$ cat src/hw/rtl/ucd_pkg.sv
package ucd_pkg;

  localparam int unsigned CpWidth = 31;
  localparam int unsigned TotalWidth = 32;

  localparam logic [CpWidth-1:0] ReplacementCp = 31'h0000_FFFD;
  localparam logic [CpWidth-1:0] WatchedReset = 31'h0000_202F;

  // Bit n set means code point 0x80 + n has a named entity.
  localparam logic [31:0] CtrlEntityMask = 32'hDFFE_5FFD;

  typedef enum logic [1:0] {
    KIND_ASCII   = 2'd0,
    KIND_ENTITY  = 2'd1,
    KIND_NUMERIC = 2'd2,
    KIND_REPLACE = 2'd3
  } kind_e;

  typedef struct packed {
    logic [7:0] data_byte;
    logic       end_of_stream;
  } ucd_in_t;

  typedef struct packed {
    logic [CpWidth-1:0]    code_point;
    kind_e                 kind;
    logic                  has_entity;
    logic                  is_watched;
    logic [TotalWidth-1:0] error_total;
    logic [TotalWidth-1:0] watched_total;
    logic                  last;
  } ucd_out_t;

  typedef struct packed {
    logic first;
    logic second;
  } ucd_push_t;

endpackage

$ cat src/hw/rtl/ucd_out_fifo.sv
module ucd_out_fifo import ucd_pkg::*; (
  input  logic      clk_i,
  input  logic      rst_ni,
  input  ucd_push_t push_i,
  input  ucd_out_t  data0_i,
  input  ucd_out_t  data1_i,
  output logic      room_o,
  output logic      out_valid_o,
  input  logic      out_ready_i,
  output ucd_out_t  out_data_o
);

  ucd_out_t   mem_q [3];
  logic [1:0] wr_ptr_q, wr_ptr_d;
  logic [1:0] rd_ptr_q, rd_ptr_d;
  logic [1:0] count_q, count_d;
  logic       pop;

  function automatic logic [1:0] ptr_next(input logic [1:0] p);
    return (p == 2'd2) ? 2'd0 : p + 2'd1;
  endfunction

  assign out_valid_o = (count_q != 2'd0);
  assign out_data_o  = mem_q[rd_ptr_q];
  assign room_o      = (count_q < 2'd2);
  assign pop         = out_valid_o & out_ready_i;

  always_comb begin
    wr_ptr_d = wr_ptr_q;
    if (push_i.second) begin
      wr_ptr_d = ptr_next(ptr_next(wr_ptr_q));
    end else if (push_i.first) begin
      wr_ptr_d = ptr_next(wr_ptr_q);
    end
    rd_ptr_d = pop ? ptr_next(rd_ptr_q) : rd_ptr_q;
    count_d  = count_q + {1'b0, push_i.first} + {1'b0, push_i.second} - {1'b0, pop};
  end

  always_ff @(posedge clk_i or negedge rst_ni) begin
    if (!rst_ni) begin
      wr_ptr_q <= 2'd0;
      rd_ptr_q <= 2'd0;
      count_q  <= 2'd0;
    end else begin
      wr_ptr_q <= wr_ptr_d;
      rd_ptr_q <= rd_ptr_d;
      count_q  <= count_d;
    end
  end

  always_ff @(posedge clk_i) begin
    if (push_i.first) begin
      mem_q[wr_ptr_q] <= data0_i;
    end
    if (push_i.second) begin
      mem_q[ptr_next(wr_ptr_q)] <= data1_i;
    end
  end

`ifndef SYNTHESIS
  a_count_range: assert property (@(posedge clk_i) disable iff (!rst_ni)
    count_q != 2'd3 || (push_i.first == 1'b0 && push_i.second == 1'b0))
    else $error("result buffer written while full");
  a_push_room: assert property (@(posedge clk_i) disable iff (!rst_ni)
    (push_i.first || push_i.second) |-> count_q <= 2'd1)
    else $error("results pushed without room for two");
  a_second_needs_first: assert property (@(posedge clk_i) disable iff (!rst_ni)
    push_i.second |-> push_i.first)
    else $error("second result pushed without a first");
`endif

endmodule

$ cat src/hw/rtl/utf8_stream_decoder_top.sv
// Latency: a request's results are buffered on acceptance, readable from the next cycle.
// Throughput: one request per cycle while the buffer has room; a request causes zero, one
// or two results; the three-entry buffer drains one per cycle while out_ready_i is high.
// Reset: rst_ni clears the decode state, both counters and the result buffer, and loads
// the watched code point with 0x202F. No clearing pass is needed.
module utf8_stream_decoder_top import ucd_pkg::*; #(
  parameter int unsigned COUNTER_WIDTH = 32
) (
  input  logic               clk_i,
  input  logic               rst_ni,
  input  logic               in_valid_i,
  output logic               in_ready_o,
  input  ucd_in_t            in_data_i,
  output logic               out_valid_o,
  input  logic               out_ready_i,
  output ucd_out_t           out_data_o,
  input  logic               cfg_we_i,
  input  logic [CpWidth-1:0] cfg_data_i
);

  typedef logic [COUNTER_WIDTH-1:0] cnt_t;

  logic [CpWidth-1:0] watched_q;
  logic [CpWidth-1:0] partial_q, partial_d;
  logic [2:0]         remain_q, remain_d;
  logic [2:0]         len_q, len_d;
  cnt_t               err_q, err_d;
  cnt_t               wat_q, wat_d;

  logic               accept;
  logic               room;
  logic [7:0]         b;
  logic               pending;
  logic               s_code, s_err, s_lead;
  logic [2:0]         s_len;
  logic [CpWidth-1:0] s_val;
  logic [CpWidth-1:0] pv;
  logic               r0_v, r0_err, r1_v, r1_err;
  logic [CpWidth-1:0] r0_cp, r1_cp;
  logic               r0_wat, r1_wat;
  cnt_t               e1, w1, e2, w2;
  ucd_out_t           res0, res1;
  ucd_push_t          push;

  function automatic cnt_t sat_inc(input cnt_t v);
    return (&v) ? v : v + 1'b1;
  endfunction

  function automatic logic overlong(input logic [2:0] len, input logic [CpWidth-1:0] v);
    logic res;
    case (len)
      3'd2:    res = (v < 31'h0000_0080);
      3'd3:    res = (v < 31'h0000_0800);
      3'd4:    res = (v < 31'h0001_0000);
      3'd5:    res = (v < 31'h0020_0000);
      default: res = (v < 31'h0400_0000);
    endcase
    return res;
  endfunction

  function automatic ucd_out_t make_res(input logic err, input logic [CpWidth-1:0] cp,
                                        input logic wat, input cnt_t e, input cnt_t w,
                                        input logic last);
    ucd_out_t r;
    r.code_point    = err ? ReplacementCp : cp;
    r.is_watched    = ~err & wat;
    r.has_entity    = 1'b0;
    r.error_total   = TotalWidth'(e);
    r.watched_total = TotalWidth'(w);
    r.last          = last;
    if (err) begin
      r.kind = KIND_REPLACE;
    end else if (cp[CpWidth-1:7] == '0) begin
      r.kind = KIND_ASCII;
    end else if (cp[CpWidth-1:9] == '0) begin
      r.kind       = KIND_ENTITY;
      r.has_entity = (cp == 31'h0000_0178) || (cp[CpWidth-1:5] >= 26'd5)
                     || ((cp[CpWidth-1:5] == 26'd4) && CtrlEntityMask[cp[4:0]]);
      r.has_entity = r.has_entity && (cp[CpWidth-1:8] == '0 || cp == 31'h0000_0178);
    end else begin
      r.kind = KIND_NUMERIC;
    end
    return r;
  endfunction

  assign accept     = in_valid_i & in_ready_o;
  assign in_ready_o = room;
  assign b          = in_data_i.data_byte;
  assign pending    = (remain_q != 3'd0);
  assign pv         = {partial_q[CpWidth-7:0], b[5:0]};

  always_comb begin
    s_code = 1'b0;
    s_err  = 1'b0;
    s_lead = 1'b1;
    s_len  = 3'd0;
    s_val  = '0;
    if (!b[7]) begin
      s_code = 1'b1;
      s_lead = 1'b0;
    end else if (b[7:5] == 3'b110) begin
      s_len = 3'd2;
      s_val = {26'd0, b[4:0]};
    end else if (b[7:4] == 4'b1110) begin
      s_len = 3'd3;
      s_val = {27'd0, b[3:0]};
    end else if (b[7:3] == 5'b11110) begin
      s_len = 3'd4;
      s_val = {28'd0, b[2:0]};
    end else if (b[7:2] == 6'b111110) begin
      s_len = 3'd5;
      s_val = {29'd0, b[1:0]};
    end else if (b[7:1] == 7'b1111110) begin
      s_len = 3'd6;
      s_val = {30'd0, b[0]};
    end else begin
      s_err  = 1'b1;
      s_lead = 1'b0;
    end
  end

  always_comb begin
    partial_d = partial_q;
    remain_d  = remain_q;
    len_d     = len_q;
    r0_v      = 1'b0;
    r0_err    = 1'b0;
    r0_cp     = {23'd0, b};
    r1_v      = 1'b0;
    r1_err    = s_err;
    r1_cp     = {23'd0, b};
    if (in_data_i.end_of_stream) begin
      if (pending) begin
        r0_v      = 1'b1;
        r0_err    = 1'b1;
        partial_d = '0;
        remain_d  = 3'd0;
        len_d     = 3'd0;
      end
    end else if (!pending) begin
      r0_v   = s_code | s_err;
      r0_err = s_err;
      if (s_lead) begin
        partial_d = s_val;
        remain_d  = s_len - 3'd1;
        len_d     = s_len;
      end
    end else if (b[7:6] != 2'b10) begin
      r0_v      = 1'b1;
      r0_err    = 1'b1;
      r1_v      = s_code | s_err;
      partial_d = s_lead ? s_val : '0;
      remain_d  = s_lead ? s_len - 3'd1 : 3'd0;
      len_d     = s_lead ? s_len : 3'd0;
    end else if (remain_q == 3'd1) begin
      r0_v      = 1'b1;
      r0_err    = overlong(len_q, pv);
      r0_cp     = pv;
      partial_d = '0;
      remain_d  = 3'd0;
      len_d     = 3'd0;
    end else begin
      partial_d = pv;
      remain_d  = remain_q - 3'd1;
    end
  end

  always_comb begin
    r0_wat = (r0_cp == watched_q);
    r1_wat = (r1_cp == watched_q);
    e1     = (r0_v && r0_err) ? sat_inc(err_q) : err_q;
    w1     = (r0_v && !r0_err && r0_wat) ? sat_inc(wat_q) : wat_q;
    e2     = (r1_v && r1_err) ? sat_inc(e1) : e1;
    w2     = (r1_v && !r1_err && r1_wat) ? sat_inc(w1) : w1;
    err_d  = e2;
    wat_d  = w2;
    res0   = make_res(r0_err, r0_cp, r0_wat, e1, w1, ~r1_v);
    res1   = make_res(r1_err, r1_cp, r1_wat, e2, w2, 1'b1);
    push.first  = accept & r0_v;
    push.second = accept & r1_v;
  end

  always_ff @(posedge clk_i or negedge rst_ni) begin
    if (!rst_ni) begin
      watched_q <= WatchedReset;
      partial_q <= '0;
      remain_q  <= 3'd0;
      len_q     <= 3'd0;
      err_q     <= '0;
      wat_q     <= '0;
    end else begin
      if (cfg_we_i) begin
        watched_q <= cfg_data_i;
      end
      if (accept) begin
        partial_q <= partial_d;
        remain_q  <= remain_d;
        len_q     <= len_d;
        err_q     <= err_d;
        wat_q     <= wat_d;
      end
    end
  end

  ucd_out_fifo u_out_fifo (
    .clk_i       (clk_i),
    .rst_ni      (rst_ni),
    .push_i      (push),
    .data0_i     (res0),
    .data1_i     (res1),
    .room_o      (room),
    .out_valid_o (out_valid_o),
    .out_ready_i (out_ready_i),
    .out_data_o  (out_data_o)
  );

`ifndef SYNTHESIS
  a_idle_clean: assert property (@(posedge clk_i) disable iff (!rst_ni)
    remain_q == 3'd0 |-> (partial_q == '0 && len_q == 3'd0))
    else $error("idle decoder holds a partial sequence");
  a_remain_below_len: assert property (@(posedge clk_i) disable iff (!rst_ni)
    remain_q != 3'd0 |-> (remain_q < len_q && len_q >= 3'd2 && len_q <= 3'd6))
    else $error("bytes still due do not fit the sequence length");
  a_err_monotonic: assert property (@(posedge clk_i) disable iff (!rst_ni)
    !accept |=> (err_q == $past(err_q) && wat_q == $past(wat_q)))
    else $error("counter changed without an accepted request");
`endif

endmodule
$ cat config.mk
export PLATFORM = sky130hd
export DESIGN_NAME = utf8_stream_decoder_top
export DESIGN_NICKNAME = d
export VERILOG_FILES = /design/src/hw/rtl/ucd_pkg.sv /design/src/hw/rtl/ucd_out_fifo.sv /design/src/hw/rtl/utf8_stream_decoder_top.sv
export SDC_FILE = /design/constraint.sdc
export NUM_CORES = 1
export LEC_CHECK = 0
export ABC_AREA = 1
export BUFFER_PORTS_ARGS = -buffer_cell sky130_fd_sc_hd__buf_2
export CAP_MARGIN = 20
export CORE_ASPECT_RATIO = 0.6
export CORE_UTILIZATION = 35
export CTS_BUF_LIST = sky130_fd_sc_hd__clkbuf_4 sky130_fd_sc_hd__clkbuf_8
export DETAILED_ROUTE_END_ITERATION = 16
export PLACE_DENSITY_LB_ADDON = 0.08
export SLEW_MARGIN = 5
export SYNTH_ARGS = -nofsm -noshare
export SYNTH_HDL_FRONTEND = slang
export SYNTH_SLANG_ARGS = --single-unit
$ cat constraint.sdc
create_clock -name clk_i -period 6.5 [get_ports clk_i]
set_clock_uncertainty 0.2 [all_clocks]
set_input_delay 0.325 -clock clk_i [delete_from_list [all_inputs] [get_ports clk_i]]
set_output_delay 0.325 -clock clk_i [all_outputs]
set_load 0.02 [all_outputs]
==> results of run 1 <==
through the flow:
step,utilization,area [µm²],instances,setup WS (ns)
finish,0.403,29800,4798,0.881
CTS,0.403,29800,4798,1.03
detailed placement,0.377,27800,4619,1.08
floorplan,-,26200,3626,1.24
global placement,0.377,27800,4619,1.13
global route,0.403,29800,4798,0.481
kinds of logic (layout without fill, tap and decap cells):
group,after synthesis,count (layout),synth area share
compound gates,447,447,0.100
xor+xnor,67,67,0.0227
fa+ha+maj,9,9,0.00459
buf+inv,571,756,0.0853
flops,432,432,0.453
mux,1,1,0.000431
simple gates,2099,2099,0.334
worst max-delay path by stage:
stage | cells past startpoint | endpoint | slack (ns) | from
after floorplan | 15 | u_out_fifo.mem_q[1][10] | 1.24 | in_data_i[8]
after global placement | 25 | u_out_fifo.mem_q[2][29] | 1.13 | remain_q[1]
after detailed placement | 23 | u_out_fifo.mem_q[2][2] | 1.08 | remain_q[1]
after CTS | 23 | u_out_fifo.mem_q[2][2] | 1.03 | remain_q[1]
after global routing | 23 | u_out_fifo.mem_q[0][2] | 0.48 | remain_q[1]
final | 23 | u_out_fifo.mem_q[0][2] | 0.88 | remain_q[1]
state kept, by name, summed over array words and instances (netlist names):
signal and flops:
u_out_fifo.mem_q 300, err_q 32, wat_q 32, watched_q 31, partial_q 25, len_q 3, remain_q 3, u_out_fifo.count_q 2
u_out_fifo.rd_ptr_q 2, u_out_fifo.wr_ptr_q 2
placed cells by master (no fill, tap or decap), types with 41 or more instances in the layout:
master	Yosys	routed
clkbuf_8	0	79
inv_1	379	375
nor3_1	42	41
nor2_1	272	267
buf_2	13	145
edfxtp_1	252	252
dfrtp_1	126	124
dfxtp_1	48	48
o22ai_1	50	50
nand2_1	1363	1358
o211ai_1	86	86
nand4_1	47	47
dlygate4sd3_1	0	44
a21oi_1	53	53
nand3_1	296	296
o21ai_0	198	198
xor2_1	49	49
critical path, stage by stage (launching register included):
cell and delay, ns:
dfrtp_1 0.36, inv_1 0.13, ha_1 0.18, nand2_2 0.21, nor2_4 0.66, nand2_1 0.30, nand2_1 0.12, nand2_1 0.07
nor2_1 0.09, nand2_1 0.06, nor2_1 0.26, nand2_1 0.15, nor2_4 0.20, nand2_4 0.26, nand2_1 0.15, nand2_1 0.16
nor2_1 0.26, nand2_1 0.15, nor2_2 0.25, nand4_4 0.45, nand2_1 0.26, a21boi_1 0.33, nand2_1 0.09, nand2_1 0.08
power breakdown:
part | internal (mW) | switching (mW)
sequential | 3.52 | 0.343
clock | 1.38 | 1.23
combinational | 1.35 | 3.92
total | 6.25 | 5.50
final cells by class:
type                    count  area (µm²)  share of cell area
clock buffers             109        1310              0.0441
repair buffers            229        1560              0.0523
multi-input cells        2623       12100               0.408
flip-flops and latches    432       11800               0.398
well taps                 987        1230              0.0415
inverters                 393        1480              0.0497
clock inverters            25         181             0.00610
layer usage:
layer  track usage  vias up  wire, µm
met2         0.351      808     37700
met1         0.399    11700     49600
met4        0.0559        0      1660
met5             0        -         0
li1              -    12100         -
met3        0.0523      104      7060
==> flow_summary.yaml, run 1 <==
clocking:
  clockBufferDepth: 3
  cts.clk_slew.worst_paths_ns: 0.06
  cts_tree: "built"
  cts-htree-levels: 3
  cts_setup_buffers: 0
  cts.sinks: 432
  worstSkewPairLatency_ns: 0.70
  hold_buffers: 45
  ctsResizeCount: 0
  clock-root-buffer: "clkbuf_8"
  cts_buffers: 73
logic_synthesis:
  synthFlopType: "edfxtp_1"
  avgSynthCellArea_um2: 7.21
  syn_nets: 3680
  yosysMostFrequentCell: "nand2_1"
  yosysSeqAreaShare: 0.453
  ys_types: 52
  yosysWarningCount: 0
  synthTopCellsByCount: "1,363 x nand2_1, 379 x inv_1, 296 x nand3_1"
  ys_ff_latch: 432
  synth_cells: 3626
  yosysTopAreaCellShare: 0.289
  syn-cell-area_um2: 26200
  synth-async-reset-ratio: 0.306
  ys_top_cells_by_area: "edfxtp_1 29%, nand2_1 20%, dfrtp_1 12%"
  synth_top_area_cell: "edfxtp_1"
  synth_edf_count: 252
critical_path:
  arrival_ns: 5.97
  reg2reg_depth: 23
  timing.rr.end: "u_out_fifo.mem_q[0][2]"
  crit_required_ns: 6.85
  path_class: "reg2reg"
  ff2ff_setup_slack_ns: 0.88
  r2r_start: "remain_q[1]"
  worst_setup_path_start_kind: "flop"
  critPathCaptureType: "flop"
  worstPathMaxFanout: 35
floorplanning:
  core_area_um2: 73800
  rows: 77
  initial_core_util: 0.354
  pin_count: 147
  die_h_um: 214
  dieArea_um2: 75900
  dieWidth_um: 355
sta:
  max_slew.worst_pin.slew_ns: 1.12
  setup-tns-final_ns: 0
  slew_headroom: 0.251
  timing.fmax_ghz: 0.178
  rsz0062_at_grt: "no"
  whs_ns: 0.0320
  slew_viol_final: 0
  fin_crit_sh: 0.864
  period_needed_ns: 5.62
  setup_violations: 0
  hold_viol_final: 0
grt:
  antenna_found_initial: 0
  grt_pass1_wl_um: 148000
  overflow: 0
  grt.total_usage: 0.255
  grt_pass1_vias: 23500
  grt_max_degree: 77
run_status:
  status: "complete, no violations"
power_and_ir_drop:
  leakagePower_nw: 13.2
  p_total_mw: 11.7
  ir_drop_mv: 0.255
  power.density_nw_per_um2: 395
final_layout:
  antenna_cells: 0
  fill_cells: 7834
  nNetsFinal: 3806
  syn_to_final_growth_pct: 13.8
  drive_above_1_share: 0.103
worst_hold_path:
  hold_depth: 3
  hp-start: "cfg_we_i"
  hp-class: "in2reg"
  hold_end: "watched_q[2]"
run:
  max_cap_viol_count: 0
routing:
  num_vias: 24700
  drt_pass1_iterations: 6
  totalWireLength_um: 96000
  vias_per_cell: 5.15
  drc: 0
  drt_iter0_markers: 2425
  antenna_left: 0
  wire_per_inst_um: 20.0
place:
  port_buffers: 146
  gp_congestion: 0.943
  hpwlAfterDp_um: 64700
Power figures use the tool's default switching activity.
==> run 2, diff against run 1 <==
ABC_AREA = unset   (was 1)
==> run 2 against run 1 <==
Via count shrank 10%. Flip-flop and latch count unchanged. Sequential share of layout area rose by 1.4 points. Hold slack improved by 0.035 ns. Utilization rose by 0.54 points. Non-clock buffer count grew 36. Total power is 19% lower. Sequential power shrank 8.3%. Combinational power decreased by 38%. Global-route usage fell by 0.55 points. Critical path depth fell by 8. Critical path type unchanged.
==> flow_summary.yaml, run 2 <==
run_status:
  status: "complete, no violations"
final_layout:
  final_cell_mix: "393 x nand2_1, 324 x o21ai_0, 252 x edfxtp_1, 164 x a21oi_1, 146 x buf_2"
  regMostFlops: "u_out_fifo.mem_q"
  antenna_cells: 0
  fill_cells: 7010
  drive_above_1_share: 0.157
  stdcell_area_um2: 28800
  layout_commonest_cell: "nand2_1"
  regArea_um2: 11800
  multi_input_area_um2: 12300
  syn_to_final_growth_pct: 14.7
  nNetsFinal: 2889
  reg_top3: "u_out_fifo.mem_q (300), err_q (32), wat_q (32)"
  largest_register_ffs: 300
sta:
  slew_headroom: 0.263
  fin_crit_sh: 0.967
  max_slew.worst_pin.slew_ns: 1.11
  period_needed_ns: 6.29
  timing.fmax_ghz: 0.159
  slew_viol_final: 0
  setup_violations: 0
  rsz0062_at_grt: "no"
  setup-tns-final_ns: 0
  hold_viol_final: 0
critical_path:
  path_class: "reg2reg"
  critPathCaptureType: "flop"
  worst_setup_path_start_kind: "flop"
  arrival_ns: 6.56
  worstPathMaxFanout: 9
  crit_required_ns: 6.77
logic_synthesis:
  ys_top_cells_by_area: "edfxtp_1 30%, dfrtp_1 13%, o21ai_0 6.5%"
  synth_compound_area_frac: 0.177
  synth_edf_count: 252
  avgSynthCellArea_um2: 9.25
  yosys.area_share.simple: 0.200
  synthFlopType: "edfxtp_1"
  synth_xor_area_frac: 0.0493
  yosysWarningCount: 0
  yosysSeqAreaShare: 0.472
  synth_top_area_cell: "edfxtp_1"
  synth_cells: 2712
  syn-cell-area_um2: 25100
  yosysMostFrequentCell: "nand2_1"
  synthAdderAreaFrac: 0.00479
  ys_types: 93
  yosysTopAreaCellShare: 0.302
  synth_top_family_by_area: "simple AND/OR/NAND/NOR gates"
  synthTopCellsByCount: "400 x nand2_1, 324 x o21ai_0, 252 x edfxtp_1"
  syn_nets: 2766
  synth.mux.area_fraction: 0.0558
  ys_ff_latch: 432
  synth-async-reset-ratio: 0.306
floorplanning:
  core_area_um2: 70400
  pin_count: 147
  initial_core_util: 0.356
  die_h_um: 209
  dieArea_um2: 72700
  rows: 75
  dieWidth_um: 348
worst_hold_path:
  hp-class: "in2reg"
routing:
  wire_per_inst_um: 24.0
  vias_per_cell: 5.80
  dr_wl_met3_um: 6980
  drc: 0
  num_vias: 22100
  totalWireLength_um: 91600
  drt_iter0_markers: 2115
  detail_route.wirelength.met1_um: 45200
  dr_wl_met2_um: 37000
  antenna_left: 0
  drt_pass1_iterations: 7
  highest_layer: "met4"
clocking:
  cts_tree: "built"
  clockBufferDepth: 3
  clock-root-buffer: "clkbuf_8"
  worstSkewPairLatency_ns: 0.69
  cts.sinks: 432
  cts.clk_slew.worst_paths_ns: 0.06
  cts_buffers: 72
  cts-htree-levels: 3
grt:
  overflow: 0
  grt_max_degree: 77
  grt_pass1_wl_um: 137000
  grt_pass1_vias: 21200
  grt.total_usage: 0.249
  antenna_found_initial: 4
run:
  max_cap_viol_count: 0
place:
  gp_congestion: 0.932
  port_buffers: 146
  placed_area_um2: 26700
  hpwlAfterDp_um: 60300
power_and_ir_drop:
  p_total_mw: 9.46
  power.density_nw_per_um2: 329
  leakagePower_nw: 10.3
  ir_drop_mv: 0.204
[run 2: worst paths after layout]
check	startpoint	endpoint	slack (ns)	depth (start not counted)
worst max-delay path	remain_q[0]	u_out_fifo.mem_q[2][12]	0.21	15
worst min-delay path	cfg_we_i	watched_q[15]	0.07	3
worst max register to register	remain_q[0]	u_out_fifo.mem_q[2][12]	0.21	15
worst min register to register	u_out_fifo.mem_q[0][87]	u_out_fifo.mem_q[0][87]	0.25	2
max in group asynchronous	rst_ni	u_out_fifo.rd_ptr_q[1]	4.37	3
min in group asynchronous	rst_ni	u_out_fifo.count_q[0]	0.13	2
[run 2: layout make-up]
| cell class | instances | area share |
|---|---|---|
| clock buffers | 111 | 0.0468 |
| clock inverters | 22 | 0.00635 |
| inverters | 41 | 0.00553 |
| multi-input cells | 2023 | 0.427 |
| flip-flops and latches | 432 | 0.412 |
| well taps | 924 | 0.0402 |
| repair buffers | 265 | 0.0621 |
[run 2: where the power goes]
part           internal, mW  switching [mW]  total, mW  leakage [nW]
logic                 0.944            2.34       3.29          5.01
registers              3.29           0.255       3.54          4.50
clock network          1.44            1.19       2.63         0.810
[run 2: worst max-delay path, stage by stage, from the launching register on]
cell      delay, ns
dfrtp_1        0.38
inv_1          0.09
ha_1           0.26
nor3b_1        0.39
nand3_1        0.52
a211oi_1       0.41
o21ai_0        0.30
or4_1          0.62
nor4_1         0.66
o32ai_1        0.30
or2_2          0.38
nor2_4         0.28
and4_1         0.54
or3_1          0.35
a22oi_1        0.14
nor2_1         0.24
[run 2: stage by stage]
stage                     cells  setup slack [ns]  utilization  hold WS [ns]
after floorplan            2712              1.28            -        -0.171
after global routing       3818            0.0628        0.409         0.133
after global placement     3638             0.428        0.380         0.243
final                      3818             0.214        0.409        0.0666
after detailed placement   3638             0.347        0.380         0.247
after CTS                  3816             0.335        0.408        0.0165
[run 2: cells by family (layout without fill, tap and decap cells)]
kind of cell | Yosys count | after routing
and+or+nand+nor | 993 | 993
AOI/OAI and AO/OA | 744 | 744
DFF | 432 | 432
buffers and inverters | 257 | 439
xor gates and xnor gates | 141 | 141
muxes | 136 | 136
adders and majority gates | 9 | 9
[run 2: per-layer routing]
layer  GRT usage  vias up
li1            -    10200
met1       0.379    10900
met2       0.348      858
met3      0.0516      160
met4      0.0791        0
met5           0        -
[run 2: timing repair]
item	CTS	global route
endpoints found under the hold margin	138	0
buffers inserted	0	0
gates resized for setup	0	3
hold buffers	45	0
setup endpoints to repair	0	29
